$ cat src/rtl/core/stl_pkg.sv
`timescale 1ns / 1ps
// ----------------------------------------------------------------------------
// stl_pkg
// Shared types, character codes and character-class helpers of the token
// lexer: the result record and the functions that classify one source byte.
// ----------------------------------------------------------------------------
package stl_pkg;

	// Token type codes
	localparam logic [2:0] TT_PUNCT    = 3'd0;
	localparam logic [2:0] TT_OPERATOR = 3'd1;
	localparam logic [2:0] TT_STRING   = 3'd2;
	localparam logic [2:0] TT_FORMAT   = 3'd3;
	localparam logic [2:0] TT_IDENT    = 3'd4;
	localparam logic [2:0] TT_NUMBER   = 3'd5;
	localparam logic [2:0] TT_UNDEF    = 3'd6;
	localparam logic [2:0] TT_END      = 3'd7;

	// Result kinds
	localparam logic RK_VALUE = 1'b0;
	localparam logic RK_TOKEN = 1'b1;

	// Character codes
	localparam logic [7:0] CH_EQ     = 8'h3D; // =
	localparam logic [7:0] CH_LT     = 8'h3C; // <
	localparam logic [7:0] CH_GT     = 8'h3E; // >
	localparam logic [7:0] CH_PLUS   = 8'h2B; // +
	localparam logic [7:0] CH_MINUS  = 8'h2D; // -
	localparam logic [7:0] CH_STAR   = 8'h2A; // *
	localparam logic [7:0] CH_SLASH  = 8'h2F; // /
	localparam logic [7:0] CH_PCT    = 8'h25; // %
	localparam logic [7:0] CH_BTICK  = 8'h60; // backtick
	localparam logic [7:0] CH_DQUOTE = 8'h22; // double quote
	localparam logic [7:0] CH_UNDER  = 8'h5F; // _

	// Largest accumulator value that still takes one more digit:
	// floor((2^64-1-d)/10), for digits 0..5 and 6..9
	localparam logic [63:0] ACC_LIM_LOW  = 64'd1844674407370955161;
	localparam logic [63:0] ACC_LIM_HIGH = 64'd1844674407370955160;

	// One result item
	typedef struct packed {
		logic        kind;
		logic [7:0]  value_char;
		logic [2:0]  token_type;
		logic [15:0] short_text;
		logic [1:0]  short_length;
		logic [15:0] token_length;
		logic [63:0] number_value;
		logic        number_overflow;
		logic        last;
	} res_t;

	function automatic logic is_digit(input logic [7:0] c);
		return (c >= 8'h30) && (c <= 8'h39);
	endfunction

	function automatic logic is_alpha(input logic [7:0] c);
		return ((c >= 8'h41) && (c <= 8'h5A)) || ((c >= 8'h61) && (c <= 8'h7A));
	endfunction

	function automatic logic is_space(input logic [7:0] c);
		return (c == 8'h20) || ((c >= 8'h09) && (c <= 8'h0D));
	endfunction

	// ( ) { } [ ] : , ; ~ ^ # $ ? ! @ . & |
	function automatic logic is_punct(input logic [7:0] c);
		logic hit;
		hit = 1'b0;
		unique case (c)
			8'h28, 8'h29, 8'h7B, 8'h7D, 8'h5B, 8'h5D, 8'h3A, 8'h2C, 8'h3B,
			8'h7E, 8'h5E, 8'h23, 8'h24, 8'h3F, 8'h21, 8'h40, 8'h2E, 8'h26,
			8'h7C: hit = 1'b1;
			default: hit = 1'b0;
		endcase
		return hit;
	endfunction

	function automatic logic is_op_start(input logic [7:0] c);
		return (c == CH_EQ) || (c == CH_LT) || (c == CH_GT) || (c == CH_PLUS) ||
			(c == CH_MINUS) || (c == CH_STAR) || (c == CH_SLASH) || (c == CH_PCT);
	endfunction

	// Second character that turns a one-character operator into a pair
	function automatic logic op_extends(input logic [7:0] first, input logic [7:0] c);
		logic ext;
		ext = 1'b0;
		if (c == CH_EQ) begin
			ext = 1'b1;
		end else if (first == CH_EQ) begin
			ext = (c == CH_GT);
		end else if (first == CH_PLUS) begin
			ext = (c == CH_PLUS);
		end else if (first == CH_MINUS) begin
			ext = (c == CH_MINUS) || (c == CH_GT);
		end
		return ext;
	endfunction

	function automatic res_t mk_value(input logic [7:0] c);
		res_t r;
		r = '0;
		r.kind       = RK_VALUE;
		r.value_char = c;
		return r;
	endfunction

	function automatic res_t mk_short(input logic [2:0] tt, input logic [15:0] text,
		input logic [1:0] len);
		res_t r;
		r = '0;
		r.kind         = RK_TOKEN;
		r.token_type   = tt;
		r.short_text   = text;
		r.short_length = len;
		return r;
	endfunction

	function automatic res_t mk_token(input logic [2:0] tt, input logic [15:0] len,
		input logic [63:0] num, input logic ovf);
		res_t r;
		r = '0;
		r.kind            = RK_TOKEN;
		r.token_type      = tt;
		r.token_length    = len;
		r.number_value    = num;
		r.number_overflow = ovf;
		return r;
	endfunction

endpackage

$ cat src/rtl/core/stl_core.sv
`timescale 1ns / 1ps
// ----------------------------------------------------------------------------
// stl_core
// Lexer state and next-state logic. For the character in the input register
// it forms up to two results and the next lexer state, and commits the state
// on step.
// ----------------------------------------------------------------------------
module stl_core
	import stl_pkg::*;
#(
	parameter int LENGTH_BITS = 16
) (
	input  logic       clk,
	input  logic       arst_n,
	input  logic       step,
	input  logic [7:0] char_in,
	input  logic       eoi,
	output res_t       res0,
	output res_t       res1,
	output logic [1:0] res_cnt
);

	localparam logic [2:0] M_IDLE    = 3'd0;
	localparam logic [2:0] M_IDENT   = 3'd1;
	localparam logic [2:0] M_NUM     = 3'd2;
	localparam logic [2:0] M_STR     = 3'd3;
	localparam logic [2:0] M_OP      = 3'd4;
	localparam logic [2:0] M_COMMENT = 3'd5;

	logic [2:0]             mode_q, mode_d;
	logic                   bt_q, bt_d;
	logic [15:0]            op_text_q, op_text_d;
	logic [1:0]             op_len_q, op_len_d;
	logic [63:0]            accum_q, accum_d;
	logic                   ovf_q, ovf_d;
	logic [LENGTH_BITS-1:0] count_q, count_d;
	logic                   star_q, star_d;

	logic [15:0]            len_out;
	logic [LENGTH_BITS-1:0] count_inc;
	logic [3:0]             digit;
	logic [63:0]            acc_lim;
	logic [63:0]            acc_next;
	logic                   acc_ovf;

	// state after a character lexed from idle
	logic [2:0]             i_mode;
	logic                   i_bt;
	logic [15:0]            i_op_text;
	logic [1:0]             i_op_len;
	logic [63:0]            i_accum;
	logic [LENGTH_BITS-1:0] i_count;
	logic                   i_has;
	res_t                   i_res;

	logic                   f_has;
	res_t                   f_res;

	logic                   a_has, b_has;
	res_t                   a_res, b_res;

	// Map the length counter onto the 16-bit result field
	generate
		if (LENGTH_BITS >= 16) begin : g_len_trunc
			assign len_out = count_q[15:0];
		end else begin : g_len_ext
			assign len_out = {{(16-LENGTH_BITS){1'b0}}, count_q};
		end
	endgenerate

	// Saturating length increment
	assign count_inc = (count_q == {LENGTH_BITS{1'b1}}) ? count_q :
		count_q + LENGTH_BITS'(1);

	// Decimal accumulate with saturation
	assign digit    = char_in[3:0];
	assign acc_lim  = (digit <= 4'd5) ? ACC_LIM_LOW : ACC_LIM_HIGH;
	assign acc_ovf  = ovf_q || (accum_q > acc_lim);
	assign acc_next = acc_ovf ? {64{1'b1}} :
		({accum_q[60:0], 3'b000} + {accum_q[62:0], 1'b0} + {60'd0, digit});

	// Lex the character from the idle state
	always_comb begin
		i_mode    = M_IDLE;
		i_bt      = 1'b0;
		i_op_text = '0;
		i_op_len  = '0;
		i_accum   = '0;
		i_count   = '0;
		i_has     = 1'b0;
		i_res     = '0;
		priority if (is_punct(char_in)) begin
			i_has = 1'b1;
			i_res = mk_short(TT_PUNCT, {8'd0, char_in}, 2'd1);
		end else if (is_op_start(char_in)) begin
			i_mode    = M_OP;
			i_op_text = {8'd0, char_in};
			i_op_len  = 2'd1;
		end else if ((char_in == CH_BTICK) || (char_in == CH_DQUOTE)) begin
			i_mode = M_STR;
			i_bt   = (char_in == CH_BTICK);
		end else if (is_space(char_in)) begin
			i_mode = M_IDLE;
		end else if (is_digit(char_in)) begin
			i_mode  = M_NUM;
			i_accum = {60'd0, digit};
			i_count = LENGTH_BITS'(1);
			i_has   = 1'b1;
			i_res   = mk_value(char_in);
		end else if (is_alpha(char_in) || (char_in == CH_UNDER)) begin
			i_mode  = M_IDENT;
			i_count = LENGTH_BITS'(1);
			i_has   = 1'b1;
			i_res   = mk_value(char_in);
		end else begin
			i_has = 1'b1;
			i_res = mk_short(TT_UNDEF, {8'd0, char_in}, 2'd1);
		end
	end

	// Token that a pending identifier, number or operator closes with
	always_comb begin
		f_has = 1'b0;
		f_res = '0;
		unique case (mode_q)
			M_IDENT: begin
				f_has = 1'b1;
				f_res = mk_token(TT_IDENT, len_out, 64'd0, 1'b0);
			end
			M_NUM: begin
				f_has = 1'b1;
				f_res = mk_token(TT_NUMBER, len_out, accum_q, ovf_q);
			end
			M_OP: begin
				f_has = 1'b1;
				f_res = mk_short(TT_OPERATOR, op_text_q, op_len_q);
			end
			default: begin
				f_has = 1'b0;
			end
		endcase
	end

	// Next state and the two result slots
	always_comb begin
		mode_d    = mode_q;
		bt_d      = bt_q;
		op_text_d = op_text_q;
		op_len_d  = op_len_q;
		accum_d   = accum_q;
		ovf_d     = ovf_q;
		count_d   = count_q;
		star_d    = star_q;
		a_has     = 1'b0;
		a_res     = '0;
		b_has     = 1'b0;
		b_res     = '0;
		if (eoi) begin
			// flush, clear, then the end token
			a_has     = f_has;
			a_res     = f_res;
			b_has     = 1'b1;
			b_res     = mk_short(TT_END, 16'd0, 2'd0);
			mode_d    = M_IDLE;
			bt_d      = 1'b0;
			op_text_d = '0;
			op_len_d  = '0;
			accum_d   = '0;
			ovf_d     = 1'b0;
			count_d   = '0;
			star_d    = 1'b0;
		end else begin
			unique case (mode_q)
				M_IDENT, M_NUM, M_STR, M_OP, M_COMMENT, M_IDLE: begin
					// default: lex from idle, flushing the pending token
					a_has     = f_has;
					a_res     = f_res;
					b_has     = i_has;
					b_res     = i_res;
					mode_d    = i_mode;
					bt_d      = i_bt;
					op_text_d = i_op_text;
					op_len_d  = i_op_len;
					accum_d   = i_accum;
					ovf_d     = 1'b0;
					count_d   = i_count;
					star_d    = 1'b0;
					if ((mode_q == M_IDENT) && (is_alpha(char_in) || is_digit(char_in) ||
						(char_in == CH_UNDER))) begin
						a_has     = 1'b0;
						b_has     = 1'b1;
						b_res     = mk_value(char_in);
						mode_d    = mode_q;
						op_text_d = op_text_q;
						op_len_d  = op_len_q;
						accum_d   = accum_q;
						ovf_d     = ovf_q;
						bt_d      = bt_q;
						count_d   = count_inc;
					end else if ((mode_q == M_NUM) && is_digit(char_in)) begin
						a_has     = 1'b0;
						b_has     = 1'b1;
						b_res     = mk_value(char_in);
						mode_d    = mode_q;
						op_text_d = op_text_q;
						op_len_d  = op_len_q;
						accum_d   = acc_next;
						ovf_d     = acc_ovf;
						bt_d      = bt_q;
						count_d   = count_inc;
					end else if (mode_q == M_STR) begin
						a_has = 1'b0;
						if (char_in == (bt_q ? CH_BTICK : CH_DQUOTE)) begin
							b_has     = 1'b1;
							b_res     = mk_token(bt_q ? TT_FORMAT : TT_STRING, len_out,
								64'd0, 1'b0);
							mode_d    = M_IDLE;
							bt_d      = 1'b0;
							op_text_d = '0;
							op_len_d  = '0;
							accum_d   = '0;
							count_d   = '0;
						end else begin
							b_has     = 1'b1;
							b_res     = mk_value(char_in);
							mode_d    = mode_q;
							bt_d      = bt_q;
							op_text_d = op_text_q;
							op_len_d  = op_len_q;
							accum_d   = accum_q;
							ovf_d     = ovf_q;
							count_d   = count_inc;
							star_d    = star_q;
						end
					end else if ((mode_q == M_OP) && (op_len_q == 2'd1) &&
						(op_text_q == {8'd0, CH_SLASH}) && (char_in == CH_STAR)) begin
						// open a block comment, no operator token
						a_has     = 1'b0;
						b_has     = 1'b0;
						mode_d    = M_COMMENT;
						bt_d      = 1'b0;
						op_text_d = '0;
						op_len_d  = '0;
						accum_d   = '0;
						count_d   = '0;
					end else if ((mode_q == M_OP) && (op_len_q == 2'd1) &&
						op_extends(op_text_q[7:0], char_in)) begin
						a_has     = 1'b0;
						b_has     = 1'b0;
						mode_d    = mode_q;
						bt_d      = bt_q;
						op_text_d = {char_in, op_text_q[7:0]};
						op_len_d  = 2'd2;
						accum_d   = accum_q;
						ovf_d     = ovf_q;
						count_d   = count_q;
					end else if (mode_q == M_COMMENT) begin
						a_has = 1'b0;
						b_has = 1'b0;
						if (star_q && (char_in == CH_SLASH)) begin
							mode_d = M_IDLE;
							star_d = 1'b0;
						end else begin
							mode_d    = mode_q;
							star_d    = (char_in == CH_STAR);
						end
						bt_d      = 1'b0;
						op_text_d = '0;
						op_len_d  = '0;
						accum_d   = '0;
						count_d   = '0;
					end
				end
				default: begin
					a_has     = 1'b0;
					b_has     = i_has;
					b_res     = i_res;
					mode_d    = i_mode;
					bt_d      = i_bt;
					op_text_d = i_op_text;
					op_len_d  = i_op_len;
					accum_d   = i_accum;
					ovf_d     = 1'b0;
					count_d   = i_count;
					star_d    = 1'b0;
				end
			endcase
		end
	end

	// Pack the results into order and mark the last one
	always_comb begin
		res0    = '0;
		res1    = '0;
		res_cnt = 2'd0;
		if (a_has) begin
			res0    = a_res;
			res1    = b_res;
			res_cnt = b_has ? 2'd2 : 2'd1;
		end else if (b_has) begin
			res0    = b_res;
			res_cnt = 2'd1;
		end
		res0.last = (res_cnt == 2'd1);
		res1.last = (res_cnt == 2'd2);
	end

	// Commit the lexer state
	always_ff @(posedge clk or negedge arst_n) begin
		if (!arst_n) begin
			mode_q    <= M_IDLE;
			bt_q      <= 1'b0;
			op_text_q <= '0;
			op_len_q  <= '0;
			accum_q   <= '0;
			ovf_q     <= 1'b0;
			count_q   <= '0;
			star_q    <= 1'b0;
		end else if (step) begin
			mode_q    <= mode_d;
			bt_q      <= bt_d;
			op_text_q <= op_text_d;
			op_len_q  <= op_len_d;
			accum_q   <= accum_d;
			ovf_q     <= ovf_d;
			count_q   <= count_d;
			star_q    <= star_d;
		end
	end

endmodule

$ cat src/rtl/core/stl_out_buf.sv
`timescale 1ns / 1ps
// ----------------------------------------------------------------------------
// stl_out_buf
// Two-entry result register. Loads all results of one character at once and
// presents them one transfer at a time.
// ----------------------------------------------------------------------------
module stl_out_buf
	import stl_pkg::*;
(
	input  logic       clk,
	input  logic       arst_n,
	input  logic       load,
	input  res_t       res0,
	input  res_t       res1,
	input  logic [1:0] res_cnt,
	input  logic       pop_ready,
	output logic       can_load,
	output logic       head_valid,
	output res_t       head
);

	res_t       slot0_q, slot1_q;
	logic [1:0] cnt_q;
	logic       pop;

	assign head_valid = (cnt_q != 2'd0);
	assign head       = slot0_q;
	assign pop        = head_valid && pop_ready;
	assign can_load   = (cnt_q == 2'd0) || ((cnt_q == 2'd1) && pop_ready);

	// Count of held results
	always_ff @(posedge clk or negedge arst_n) begin
		if (!arst_n) begin
			cnt_q <= 2'd0;
		end else if (load) begin
			cnt_q <= res_cnt;
		end else if (pop) begin
			cnt_q <= cnt_q - 2'd1;
		end
	end

	// Load new results or advance the second slot to the head
	always_ff @(posedge clk) begin
		if (load) begin
			slot0_q <= res0;
			slot1_q <= res1;
		end else if (pop) begin
			slot0_q <= slot1_q;
		end
	end

endmodule

$ cat src/rtl/core/source_token_lexer_unit.sv
`timescale 1ns / 1ps
// A character waits in the input register; its results are then registered in the result register.
// Throughput: one character per cycle while the output accepts results; a character that yields two
// results holds the next character in the input register while the result register drains.
// The two-entry result register and the input register set this rate.
// Reset: arst_n clears the lexer state to idle and empties both registers.
// ----------------------------------------------------------------------------
// source_token_lexer_unit
// Character-serial tokenizer: one source byte per transfer in, a stream of
// value-character and token results out.
// ----------------------------------------------------------------------------
module source_token_lexer_unit
	import stl_pkg::*;
#(
	parameter int LENGTH_BITS = 16
) (
	input  logic         clk,
	input  logic         arst_n,
	input  logic         s_tvalid,
	output logic         s_tready,
	input  logic [7:0]   s_tdata,  // [7:0] in_char
	input  logic         s_tlast,  // end_of_input
	output logic         m_tvalid,
	input  logic         m_tready,
	output logic [111:0] m_tdata,  // [7:0] value_char, [10:8] token_type,
	                               // [26:11] short_text, [28:27] short_length,
	                               // [44:29] token_length, [108:45] number_value,
	                               // [109] number_overflow, [111:110] zero
	output logic         m_tuser,  // result_kind
	output logic         m_tlast   // last_result
);

	logic       valid_s1;
	logic [7:0] char_s1;
	logic       eoi_s1;
	logic       step;
	logic       can_load;
	logic [1:0] res_cnt;
	res_t       res0, res1, head;

	assign step     = valid_s1 && can_load;
	assign s_tready = !valid_s1 || step;

	// Input register: hold a character until the lexer takes it
	always_ff @(posedge clk or negedge arst_n) begin
		if (!arst_n) begin
			valid_s1 <= 1'b0;
		end else if (s_tvalid && s_tready) begin
			valid_s1 <= 1'b1;
		end else if (step) begin
			valid_s1 <= 1'b0;
		end
	end

	always_ff @(posedge clk) begin
		if (s_tvalid && s_tready) begin
			char_s1 <= s_tdata;
			eoi_s1  <= s_tlast;
		end
	end

	stl_core #(
		.LENGTH_BITS(LENGTH_BITS)
	) u_core (
		.clk     (clk),
		.arst_n  (arst_n),
		.step    (step),
		.char_in (char_s1),
		.eoi     (eoi_s1),
		.res0    (res0),
		.res1    (res1),
		.res_cnt (res_cnt)
	);

	stl_out_buf u_out_buf (
		.clk        (clk),
		.arst_n     (arst_n),
		.load       (step),
		.res0       (res0),
		.res1       (res1),
		.res_cnt    (res_cnt),
		.pop_ready  (m_tready),
		.can_load   (can_load),
		.head_valid (m_tvalid),
		.head       (head)
	);

	// Pack the head result onto the output bus
	assign m_tdata = {2'b00, head.number_overflow, head.number_value, head.token_length,
		head.short_length, head.short_text, head.token_type, head.value_char};
	assign m_tuser = head.kind;
	assign m_tlast = head.last;

endmodule

$ cat config.mk
export PLATFORM = sky130hd
export DESIGN_NAME = source_token_lexer_unit
export DESIGN_NICKNAME = d
export VERILOG_FILES = /design/src/rtl/core/stl_pkg.sv /design/src/rtl/core/stl_core.sv /design/src/rtl/core/stl_out_buf.sv /design/src/rtl/core/source_token_lexer_unit.sv
export SDC_FILE = /design/constraint.sdc
export NUM_CORES = 1
export LEC_CHECK = 0
export ABC_AREA = 0
export BUFFER_PORTS_ARGS = -buffer_cell sky130_fd_sc_hd__buf_4
export CORE_ASPECT_RATIO = 0.5
export CORE_MARGIN = 3
export CORE_UTILIZATION = 55
export CTS_BUF_LIST = sky130_fd_sc_hd__clkbuf_16
export CTS_CLUSTER_DIAMETER = 80
export DETAILED_ROUTE_END_ITERATION = 8
export GPL_ROUTABILITY_DRIVEN = 0
export GPL_TIMING_DRIVEN = 1
export PLACE_DENSITY = 0.74
export SLEW_MARGIN = 20
export SYNTH_ARGS = -nofsm -noshare
export SYNTH_HDL_FRONTEND = slang
export SYNTH_SLANG_ARGS = --single-unit
$ cat constraint.sdc
create_clock -name clk -period 4.3 [get_ports clk]
set_input_delay 0.43 -clock clk [delete_from_list [all_inputs] [get_ports clk]]
set_output_delay 0.43 -clock clk [all_outputs]
set_load 0.01 [all_outputs]
* After elaboration in Yosys (flattened, before gate mapping) *
Cells that the tools add are included.

storage, ports and cells
  register bits = 340
  input port bits = 13
  output and inout port bits = 116
  logic and storage cells = 305

cells by class
  add/subtract/negate cells = 4
  magnitude comparators = 10
  eq/ne operators = 55
  muxes and demuxes = 158
  reduce and logical (&&, ||, !) cells = 47

operators with widths
  cell                                                                              number
  112-bit 2-to-1 mux                                                                18
  64-bit 2-to-1 mux                                                                 14
  16-bit 2-to-1 mux                                                                 25
  112-bit case mux with 3 select lines                                              1
  8-bit by 6-bit equality test with 1-bit output, second input constant             24
  8-bit by 7-bit equality test with 1-bit output, second input constant             10
  1-bit 2-to-1 mux                                                                  68
  64-bit by 4-bit adder with 64-bit output                                          1
  64-bit adder                                                                      1
  64-bit > comparator                                                               1
  3-bit 2-to-1 mux                                                                  15
  2-bit 2-to-1 mux                                                                  14
  19-bit OR reduction                                                               1
  1-bit logical OR                                                                  17
  16-bit by 1-bit adder with 16-bit output, second input constant                   1
  16-bit equality test, second input constant                                       1
  16-bit by 6-bit equality test with 1-bit output, second input constant            1
  8-bit by 7-bit >= comparator with 1-bit output, second input constant             2
  8-bit by 7-bit less-or-equal comparator with 1-bit output, second input constant  2
  1-bit logical AND                                                                 15
  6-bit by 4-bit != test with 1-bit output, second input constant                   2
  8-bit equality test                                                               1
  8-bit by 4-bit >= comparator with 1-bit output, second input constant             1
  8-bit by 6-bit >= comparator with 1-bit output, second input constant             1
  other kinds (28)                                                                  37

* Longest topological paths before layout *
Gate-level depths: netlist of run 1.

  word-level depth = 24
  mapped depth = 14

* Modules after synthesis *
A second synthesis of run 1 with hierarchy kept.

second synthesis, totals
  cell total of the unflattened synthesis = 1910
  area total of the unflattened synthesis = 20330.7 µm²

by module, submodules not included
  module                   instances  cells an instance  area each (µm²)
  stl_core                 1          1526               11758.8
  stl_out_buf              1          367                8222.9
  source_token_lexer_unit  1          17                 349.1

* Worst setup path before layout of run 1 *
Ideal clock, no wire load.

  path type = reg2reg
  start point = register char_s1[3]
  end point = register u_core.accum_q[44]
  library setup time = 0.126 ns
  arrival time = 3.737 ns
  data required time = 4.174 ns
  slack = 0.437 ns
  cell stages (with the launch flop) = 14
  buffers on the path = 0
  period minus slack after synthesis = 3.863 ns
  cell sequence = edfxtp_1 fa_1 fa_1 a211oi_1 nor2_1 o21ai_1 a21oi_1 a221o_1 a41o_1 a221oi_1 o31a_1 o21ai_0 xor2_1 a221o_1

between the ends
  cells in the longest elaborated chain, start to end = 18

ends and longest elaborated chain
  what                                                          line                           text
  start, declared                                               source_token_lexer_unit.sv:34  logic [7:0] char_s1;
  start signal, assigned                                        source_token_lexer_unit.sv:57  char_s1 <= s_tdata;
  branches (longest 18 deep; another with 64-bit > comparator)  -
  end signal, assigned                                          stl_core.sv:324                accum_q <= accum_d;
  end, declared                                                 stl_core.sv:34                 logic [63:0] accum_q, accum_d;

Several ways; the timed one is not identified. The select of a mux whose other input is x is not followed.
A chain may end at the register's enable or synchronous reset.

* Worst setup path in the final report of run 1 *
  start point = register char_s1[3]
  end point = register u_core.accum_q[48]

The elaborated chain is that of the path after synthesis.

==> results of run 1 <==
-- cells in the final DEF, fill, tap and decap left out, types with 11 or more instances in the layout --
master,instances
clkbuf_16,25
a221oi_1,12
dfrtp_1,107
nor2_1,89
nor3_1,27
nor4_1,14
nand2_1,198
and2_1,91
a21o_1,37
edfxtp_1,159
and3_1,26
a221o_1,12
a22o_1,34
conb_1,19
xor2_1,22
xnor2_1,35
a21oi_1,105
nand4_1,25
o21bai_1,16
o21a_1,12
ha_1,127
a31oi_1,20
a211oi_1,11
inv_1,37
buf_4,155
nand3_1,26
o21ai_0,119
-- cell families after synthesis --
| group | count (synthesis) |
|---|---|
| xor gates and xnor gates | 57 |
| DFF | 266 |
| adders and majority gates | 129 |
| buffers and inverters | 118 |
| and+or+nand+nor | 556 |
| AOI/OAI and AO/OA | 453 |
| other | 1 |
| muxes | 7 |
-- sequential cells by signal, summed over array words and instances (netlist names) --
signal	cells
u_core.op_len_q	2
u_core.count_q	16
u_core.ovf_q	1
eoi_s1	1
u_out_buf.head	112
u_out_buf.cnt_q	2
valid_s1	1
u_core.op_text_q	16
u_out_buf.slot1_q	38
char_s1	8
u_core.star_q	1
u_core.bt_q	1
u_core.accum_q	64
u_core.mode_q	3
-- metrics by stage --
stage | setup WS, ns | instances | hold slack (ns) | area (sq um)
after floorplan | 0.437 | 1605 | 0.134 | 16000
after global placement | 0.241 | 2058 | 0.465 | 17300
after detailed placement | 0.0712 | 2058 | 0.489 | 17300
after CTS | 0.0181 | 2105 | 0.0228 | 18200
after global routing | -0.00405 | 2106 | 0.0264 | 18200
final | 0.185 | 2106 | 0.0423 | 18200
-- cell type report --
type / instances / share of cell area (%)
multi-input cells: 1221 / 44.7
flip-flops and latches: 266 / 41.0
repair buffers: 157 / 6.56
clock buffers: 25 / 3.44
well taps: 382 / 2.63
clock inverters: 21 / 1.07
inverters: 34 / 0.701
-- worst max path at each step --
stage | from | endpoint | slack, ns
2_1_floorplan | char_s1[3] | u_core.accum_q[44] | 0.44
3_3_place_gp | char_s1[3] | u_core.accum_q[44] | 0.24
3_5_place_dp | char_s1[3] | u_core.accum_q[48] | 0.07
4_1_cts | char_s1[3] | u_core.accum_q[48] | 0.02
5_1_grt | char_s1[3] | u_core.accum_q[48] | -0.004
6_report | char_s1[3] | u_core.accum_q[48] | 0.19
-- repair_timing --
| action | CTS | global route |
|---|---|---|
| setup buffers | 0 | 1 |
| resized for setup | 0 | 6 |
| hold buffers | 1 | 0 |
| endpoints found under the hold margin | 10 | 0 |
| setup endpoints to repair | 0 | 9 |
-- where the power goes --
| part | total (uW) | switching (uW) | internal, uW |
|---|---|---|---|
| Combinational | 2370 | 1470 | 906 |
| Sequential | 3670 | 232 | 3430 |
| Clock | 2260 | 1010 | 1250 |
| Total | 8300 | 2710 | 5590 |
-- worst max-delay path, cell delays in order, from the launching register on --
cell,delay [ns]
edfxtp_1,0.44
fa_1,0.56
fa_1,0.51
a211oi_1,0.24
nor2_1,0.13
o21ai_2,0.24
a21oi_1,0.14
a221o_1,0.34
a41o_1,0.28
a221oi_2,0.27
o31a_1,0.22
o31ai_1,0.10
xor2_1,0.17
a221o_1,0.35
-- per-layer routing --
metal / vias to the layer above / track usage, % / wire (um)
li1: 6123 / - / -
met1: 6193 / 35.4 / 17600
met2: 549 / 41.0 / 18000
met3: 123 / 4.50 / 2630
met4: 0 / 7.55 / 1180
met5: - / 0 / 0
==> run summary, run 1 <==
R2r worst-path depth: 13
Vias/cell: 6.17
Chip Height: 126 um
Total chip power: 8300 uW
Synthesized area: 15900 sq um
Reg-to-reg slack, setup: 0.19 ns
Synth Area in Compound Gates: 18.8%
Power Dens Cells: 456 nW/um^2
Yosys cell types: 89
Xor and xnor fraction of the mapped netlist area: 3.13%
Post-route ant nets: 0
DRC: 0
Synth top area cells: edfxtp_1 30%, dfrtp_1 17%, ha_1 10%, nand2_1 4.7%, o21ai_0 3.7%
CTS tree: built
Leakage: 0.00842 uW
Area of the multi-input gates: 8130 sq um
Slew Limit Fails: 0
Detailed Route Iter0 Violations: 1287
Worst Tran Pin Value: 0.882 ns
Sink of the worst hold path: eoi_s1
Total negative setup slack: 0 ns
# clock sinks: 266
FF-to-FF Start: char_s1[3]
Initial Utilization: 56.7%
Final Cycle Share: 95.7%
Wire per inst: 18.7 um
Yosys warns: 0
DPL Wire Length: 27600 um
Root buffer selected by CTS: clkbuf_16
Htree depth: 1
Ys async rst share: 40.2%
Fin util: 64.8%
Most common cell in the netlist: nand2_1
# fillers: 2255
Area leader, netlist: edfxtp_1
Yosys reg bits: 266
Synth Area in Simple Gates: 17.6%
Area growth syn-to-layout: 14.2%
Mapped Cells: 1587
Initial antenna violation count: 0
Number of global-route vias before repair: 12644
Final setup skew: 0.0141 ns
Post-synth EDFFs: 159
Worst path required time: 4.74 ns
Synth Flop Type: edfxtp_1
WL final: 39400 um
GR Util All Layers: 25.4%
Status: finished, final reports clean
Max-Cap Viols: 0
Worst slew margin: 41.2%
Worst-path clk slew: 0.07 ns
Adder-cell area share of the yosys netlist: 10.2%
Die area: 31200 sq um
Hold Crit Depth: 1
Fin. Hold Viols: 0
Crit path max fanout: 3
Setup Viol. Count Final: 0
Mean Syn Cell Area: 10.0 sq um
Largest net degree at the start of global routing: 65
Largest family of logic cells by synthesized area: compound AO/OA/AOI/OAI gates
Sequential standard cell area: 7450 sq um
Post-synthesis sequential area ratio: 46.8%
Multiplexer area fraction after synthesis: 0.479%
WS Path Type: reg -> reg
# IOs: 129
Port bufs: 126
First-pass GRT wire length: 64900 um
Post-synth top cells: 198 x nand2_1, 159 x edfxtp_1, 127 x ha_1
Die width: 247 um
NumNets Final: 1847
Highest clock rate: 243 MHz
Share of cells above drive strength 1: 13.5%
DR vias: 12988
Diode count: 0
Crit. End Element: register
Share of the synthesized area in the top cell type: 30.0%
Worst Hold Class: in -> reg
Core ar.: 28100 sq um
Worst IR Drop VDD: 0.000341 V
Max clock buf depth: 3
Floorplan row count: 43
First drt pass iteration count: 6
Skew-Pair Late Insertion Delay: 0.56 ns
Hold Path Origin: s_tlast
Fin crit period: 4.11 ns
Inserted Clock Buffers: 25
Aggregate global routing overflow: 0
Critical Path AT: 4.55 ns
CP startpoint kind: register
Worst R2R End: u_core.accum_q[48]
(Power assumes the default switching activity.)
==> inputs of run 2 (changes only) <==
Settings changed: PLACE_DENSITY 0.74 to 0.86.
==> run 2 against run 1 <==
  * Flip-flop and latch count did not move
  * Count of clock-buffer cells in the layout did not move
  * Clock power rose by 2%
  * Wire length rose by 0.24%
  * Clock skew rose by 0.0080 ns
  * Setup slack improved by 0.046 ns
  * Highest routed layer unchanged
  * Sequential share of layout area barely moved
==> run summary, run 2 (synthesis results as in run 1) <==
Status: finished, final reports clean
Worst IR Drop VDD: 0.000387 V (+13%)
Aggregate global routing overflow: 0 (unchanged)
Switch Pwr: 2760 uW (+1.9%)
Worst-path clk slew: 0.08 ns (about the same)
DR vias: 13112 (+0.95%)
Area growth syn-to-layout: 14.3%
Most frequent cells in the layout: 198 x nand2_1, 159 x edfxtp_1, 156 x buf_4
Worst path max stage delay: 0.56 ns (about the same)
Share of total power in combinational logic: 28.9% (+0.3 points)
Final Cycle Share: 94.6% (-1.1 points)
WP buf/inv: 0 (unchanged)
Leakage: 0.00843 uW (about the same)
P_int: 5610 uW (+0.41%)
Worst Tran Pin Value: 0.813 ns (-0.0698 ns)
Final setup skew: 0.0221 ns (+0.00804 ns)
Worst path required time: 4.75 ns (about the same)
CP startpoint kind: register
Crit. End Element: register
Switch share: 33.0% (+0.33 points)
Worst path cell trace: fa_1 -> fa_1 -> a211oi_1 -> nor2_1 -> o21ai_2 -> a21oi_1 -> a221o_1 -> a41o_1 -> a221oi_2 -> o31a_1 -> o21ai_0 -> xor2_1 -> a221o_1
Floorplan row count: 43 (unchanged)
WL final: 39500 um (+0.24%)
Diode count: 0 (unchanged)
Crit path max fanout: 3 (unchanged)
Initial Utilization: 56.7% (unchanged)
Htree depth: 1 (unchanged)
DPL Wire Length: 27300 um (-1.2%)
Worst Hold Class: in -> reg
# clock sinks: 266 (unchanged)
Post-route ant nets: 0 (unchanged)
Worst slew margin: 45.8% (+4.7 points)
Chip Height: 126 um (unchanged)
Max-Cap Viols: 0 (unchanged)
Share of cells above drive strength 1: 13.7% (+0.17 points)
Port bufs: 126 (unchanged)
Highest clock rate: 246 MHz (+1.1%)
Fin util: 64.9% (+0.071 points)
Inserted Clock Buffers: 25 (unchanged)
Die area: 31200 sq um (unchanged)
Sequential share of power: 43.6% (-0.6 points)
# IOs: 129 (unchanged)
Wire per inst: 18.7 um (+0.19%)
Core ar.: 28100 sq um (unchanged)
Dpl cell area: 17400 sq um (about the same)
Max clock buf depth: 3 (unchanged)
Critical Path AT: 4.52 ns (-0.03 ns)
Largest net degree at the start of global routing: 66 (+1.5%)
DRC: 0 (unchanged)
Root buffer selected by CTS: clkbuf_16
# fillers: 2167 (-3.9%)
Unrepaired setup endpoints after global routing: no
Final Instance Area: 18200 sq um (+0.11%)
Fin. Hold Viols: 0 (unchanged)
Clock power share: 27.5% (+0.3 points)
NumNets Final: 1848 (+0.054%)
Fin worst setup slack: 0.231 ns (+0.0458 ns)
CTS tree: built
Total negative setup slack: 0 ns (unchanged)
Commonest non-fill, non-tap cell in the layout: nand2_1
Critical path's slowest cell: fa_1
Setup Viol. Count Final: 0 (unchanged)
Post-CTS Setup Inserts: 0 (unchanged)
Power Dens Cells: 460 nW/um^2 (+0.79%)
Slew Limit Fails: 0 (unchanged)
First-pass GRT wire length: 65000 um (about the same)
WS Path Type: reg -> reg
Fin crit period: 4.07 ns (-0.0458 ns)
GR Util All Layers: 25.3% (-0.11 points)
Initial antenna violation count: 0 (unchanged)
Number of global-route vias before repair: 12796 (+1.2%)
Die width: 247 um (unchanged)
Cell family with the largest share of critical-path delay: compound AO/OA/AOI/OAI gates
Detailed Route Iter0 Violations: 1428 (+11%)
Max FFs per register: 112 (unchanged)
Pre-CTS WS: 0.0799 ns (+0.00872 ns)
Vias/cell: 6.22 (+0.91%)
Skew-Pair Late Insertion Delay: 0.57 ns (about the same)
First drt pass iteration count: 5 (-1)
[run 2: cell count changes in the layout (fill, tap and decap cells not counted)]
cell        before  now
a21boi_0         1    2
clkinvlp_4       4    2
buf_4          155  156
a21boi_1         2    1
inv_1           37   33
inv_6            0    2
clkinv_4         0    2
clkinv_1         4    6
[run 2: power by group through the flow]
stage	logic, uW	clock network (uW)	registers [uW]
global placement	2340	0	3680
floorplan	1250	0	3840
finish	2420	2300	3650
global route	2630	2410	3710
detailed placement	2400	0	3700
CTS	2420	2320	3660
[run 2: cell type report]
class / instances / area, sq um / share of cell area (%)
clock buffers: 25 / 626 / 3.43
clock inverters: 21 / 206 / 1.13
inverters: 34 / 128 / 0.701
multi-input cells: 1221 / 8130 / 44.6
flip-flops and latches: 266 / 7450 / 40.9
well taps: 382 / 478 / 2.62
repair buffers: 158 / 1200 / 6.59
[run 2: metal layers]
metal	global-route usage [%]	vias to the layer above	part of all wire, %
met5	0	-	0
met2	41.3	582	47
met1	34.6	6303	43
met3	4.35	115	7.6
li1	-	6112	-
met4	8.06	0	3.2
[run 2: final timing paths]
kind | startpoint | endpoint | slack (ns) | cells past startpoint
worst min register to register | u_core.star_q | u_core.star_q | 0.49 | 2
worst max-delay path | char_s1[3] | u_core.accum_q[44] | 0.23 | 13
worst max register to register | char_s1[3] | u_core.accum_q[44] | 0.23 | 13
min in group asynchronous | arst_n | valid_s1 | 0.49 | 2
worst min-delay path | s_tdata[7] | char_s1[7] | 0.04 | 1
max in group asynchronous | arst_n | u_core.accum_q[35] | 2.88 | 3
[run 2: through the flow]
stage                     hold WS (ns)  instances  power (uW)
after floorplan                  0.134       1605        5080
after global placement           0.466       2060        6020
after detailed placement         0.476       2060        6100
after CTS                       0.0264       2107        8390
after global routing            0.0255       2107        8750
final                           0.0421       2107        8370
[run 2: worst reg2reg max path, cell delays in order, from the launching register on]
cell,delay (ns)
edfxtp_1,0.44
fa_1,0.56
fa_1,0.52
a211oi_1,0.24
nor2_1,0.12
o21ai_2,0.22
a21oi_1,0.13
a221o_1,0.34
a41o_1,0.29
a221oi_2,0.29
o31a_1,0.22
o21ai_0,0.11
xor2_1,0.16
a221o_1,0.32
[run 2: what timing repair did]
| action | 4_1_cts | 5_1_grt |
|---|---|---|
| setup endpoints to repair | 0 | 6 |
| endpoints found under the hold margin | 58 | 0 |
| resized for setup | 0 | 5 |
| hold buffers | 1 | 0 |
==> inputs of run 3 (changes only) <==
Settings changed: ABC_AREA 0 to 1.
==> run 3 against run 2 <==
  * Clock power fell by 5%
  * Largest cell class unchanged
  * Highest routed layer unchanged
  * Critical path type unchanged
  * Flip-flop and latch count unchanged
  * Hold slack got worse by 0.0051 ns
  * Maximum frequency rose by 18%
  * Sequential share of layout area down 5.5 points
  * Power increased by 19%
  * Utilization is 1.9 points lower
  * Synthesized cell count up 57%
  * Setup slack improved by 0.63 ns
  * Sequential power rose by 9.9%
  * Combinational power increased by 56%
  * Clock skew down 0.0065 ns
==> run summary, run 3 <==
Status: finished, final reports clean
# IOs: 129 (unchanged)
Worst Hold Class: in -> reg
Post-synth top cells: 692 x nand2_1, 335 x inv_1, 234 x nor2_1
Worst IR Drop VDD: 0.000448 V (+16%)
Total negative setup slack: 0 ns (unchanged)
DR vias: 18275 (+39%)
Die width: 268 um (+8.8%)
Largest net degree at the start of global routing: 69 (+4.5%)
Final Cycle Share: 80.1% (-15 points)
Synthesized area: 18900 sq um (+19%)
Post-route ant nets: 0 (unchanged)
Setup Viol. Count Final: 0 (unchanged)
Htree depth: 1 (unchanged)
Yosys reg bits: 266 (unchanged)
DRC: 0 (unchanged)
Worst slew margin: 40.2% (-5.6 points)
Aggregate global routing overflow: 0 (unchanged)
CP startpoint kind: register
First-pass GRT wire length: 87500 um (+35%)
Power Dens Cells: 473 nW/um^2 (+3.0%)
Vias/cell: 5.95 (-4.4%)
Worst path required time: 4.81 ns (+0.06 ns)
Adder-cell area share of the yosys netlist: 8.61% (-1.6 points)
Crit. End Element: register
Synth Area in Compound Gates: 11.0% (-7.7 points)
Core ar.: 33500 sq um (+19%)
Largest family of logic cells by synthesized area: simple AND/OR/NAND/NOR gates
# clock sinks: 266 (unchanged)
Detailed Route Iter0 Violations: 2565 (+80%)
Most common cell in the netlist: nand2_1
Share of the synthesized area in the top cell type: 25.2% (-4.7 points)
Max-Cap Viols: 0 (unchanged)
Skew-Pair Late Insertion Delay: 0.58 ns (about the same)
Wire per inst: 18.0 um (-3.8%)
R2r worst-path depth: 13 (unchanged)
Area leader, netlist: edfxtp_1
Crit path depth: 13 (unchanged)
Synth Flop Type: edfxtp_1
Multiplexer area fraction after synthesis: 0% (-0.48 points)
Post-Layout Cell Count: 3073 (+46%)
Worst-path clk slew: 0.06 ns (-0.02 ns)
Inserted Clock Buffers: 26 (+4.0%)
Critical path's slowest cell: edfxtp_1
Commonest non-fill, non-tap cell in the layout: nand2_1
Cell family with the largest share of critical-path delay: simple AND/OR/NAND/NOR gates
Yosys warns: 0 (unchanged)
Final setup skew: 0.0156 ns (-0.00655 ns)
Max clock buf depth: 3 (unchanged)
Crit path max fanout: 41 (+38)
Yosys cell types: 53 (-40%)
Leakage: 0.0103 uW (+22%)
Post-synth EDFFs: 159 (unchanged)
Cell count after placement: 3024 (+47%)
Critical Path AT: 3.95 ns (-0.57 ns)
Mean Syn Cell Area: 7.59 sq um (-24%)
NumNets Final: 2754 (+49%)
Post-synthesis sequential area ratio: 39.4% (-7.4 points)
Port bufs: 126 (unchanged)
Worst path max stage delay: 0.65 ns (+0.09 ns)
Unrepaired setup endpoints after global routing: no
Mapped Cells: 2493 (+57%)
Root buffer selected by CTS: clkbuf_16
Max FFs per register: 112 (unchanged)
Chip Height: 137 um (+8.6%)
Number of global-route vias before repair: 16760 (+31%)
Most frequent cells in the layout: 692 x nand2_1, 342 x inv_1, 232 x nor2_1
Final Instance Area: 21100 sq um (+16%)
Slew Limit Fails: 0 (unchanged)
WL final: 55400 um (+40%)
Worst Tran Pin Value: 0.897 ns (+0.0842 ns)
Post-CTS Setup Inserts: 0 (unchanged)
GR Util All Layers: 29.7% (+4.4 points)
Worst path cell trace: inv_1 -> nand3_1 -> o21ai_0 -> inv_1 -> nor2_4 -> nor2_1 -> nand2_1 -> nand3_2 -> nor2_8 -> nand2_2 -> inv_8 -> o21ai_1 -> nand2_1
Xor and xnor fraction of the mapped netlist area: 0.833% (-2.3 points)
Diode count: 0 (unchanged)
Fin crit period: 3.44 ns (-0.627 ns)
Synth Area in Simple Gates: 30.9% (+13 points)
Hold Crit Depth: 1 (unchanged)
Area growth syn-to-layout: 11.3%
Die area: 36800 sq um (+18%)
Dpl cell area: 20300 sq um (+17%)
Share of cells above drive strength 1: 12.5% (-1.2 points)
WS Path Type: reg -> reg
Fin. Hold Viols: 0 (unchanged)
First drt pass iteration count: 6 (+1)
Highest clock rate: 290 MHz (+18%)
DPL Wire Length: 41200 um (+51%)
CTS tree: built
Total chip power: 9970 uW (+19%)
Ys async rst share: 40.2% (unchanged)
Initial antenna violation count: 0 (unchanged)
Synth top area cells: edfxtp_1 25%, dfrtp_1 14%, nand2_1 14%, ha_1 8.4%, inv_1 6.6%
Initial Utilization: 56.6% (-0.18 points)
WP buf/inv: 3 (+3)
Floorplan row count: 47 (+9.3%)
## run 3: changes by cell type in the layout (fill, tap and decap cells not counted), moves of 27 or more
cell and change:
a22o_1 -34, nor2_1 +143, xnor2_1 -34, nand4_1 +27, nand2_1 +494, a21oi_1 +29
nand3_1 +125, o21ai_2 +35, and2_1 -91, nor3_2 +30, a21o_1 -33, inv_1 +309
## run 3: cell type report
type / count / area, sq um
fill: 2694 / 12400
tap: 441 / 552
clock buffer: 26 / 651
sequential: 266 / 7450
multi-input combinational: 1819 / 9820
timing repair buffer: 148 / 1130
clock inverter: 22 / 140
inverter: 351 / 1330
## run 3: where the power goes
group / switching [uW] / total, uW / leakage (uW) / internal [uW]
clock: 1030 / 2190 / 0.000417 / 1160
sequential: 308 / 4010 / 0.00306 / 3700
combinational: 2610 / 3770 / 0.00683 / 1160
total: 3950 / 9970 / 0.0103 / 6020
## run 3: routing by layer
layer  global-route usage [%]  wire length (um)  vias to the layer above
li1                         -                 -                     8496
met3                     6.01              6410                      215
met1                     40.3             22000                     8419
met5                        0                 0                        -
met2                     46.9             24500                     1145
met4                     12.1              2500                        0
## run 3: worst reg2reg max path: stages (launching register included)
cell	delay, ns
edfxtp_1	0.65
inv_1	0.34
nand3_1	0.14
o21ai_0	0.10
inv_1	0.09
nor2_4	0.40
nor2_1	0.15
nand2_1	0.13
nand3_2	0.15
nor2_8	0.16
nand2_2	0.33
inv_8	0.38
o21ai_1	0.27
nand2_1	0.10
## run 3: timing repair
item | CTS | global route
hold buffers | 1 | 0
endpoints found under the hold margin | 36 | 0
resized for setup | 0 | 0
## run 3: final timing paths
| path | slack [ns] | end | from |
|---|---|---|---|
| setup / recovery | 0.86 | u_core.accum_q[23] | char_s1[1] |
| hold / removal | 0.04 | char_s1[1] | s_tdata[1] |
| setup reg to reg | 0.86 | u_core.accum_q[23] | char_s1[1] |
| hold reg to reg | 0.52 | u_core.op_text_q[14] | u_core.op_text_q[14] |
| max in group asynchronous | 2.95 | u_core.accum_q[11] | arst_n |
| min in group asynchronous | 0.38 | u_core.count_q[10] | arst_n |
## run 3: kinds of logic (layout without fill, tap and decap cells)
group                    Yosys count  count (layout)
XOR/XNOR                          18              18
buffers and inverters            426             547
other                              1              19
AO/OA/AOI/OAI                    365             365
flip-flops                       266             266
adder cells (fa/ha/maj)          129             129
AND/OR/NAND/NOR                 1288            1288
## run 3: through the flow
| stage | setup slack, ns | utilization (%) | hold slack [ns] |
|---|---|---|---|
| 5_1_grt | 0.747 | 63.0 | 0.0257 |
| 2_1_floorplan | 0.107 | - | 0.134 |
| 3_5_place_dp | 1.02 | 60.6 | 0.440 |
| 4_1_cts | 0.963 | 63.0 | 0.0257 |
| 6_report | 0.858 | 63.0 | 0.0370 |
| 3_3_place_gp | 1.05 | 60.6 | 0.432 |
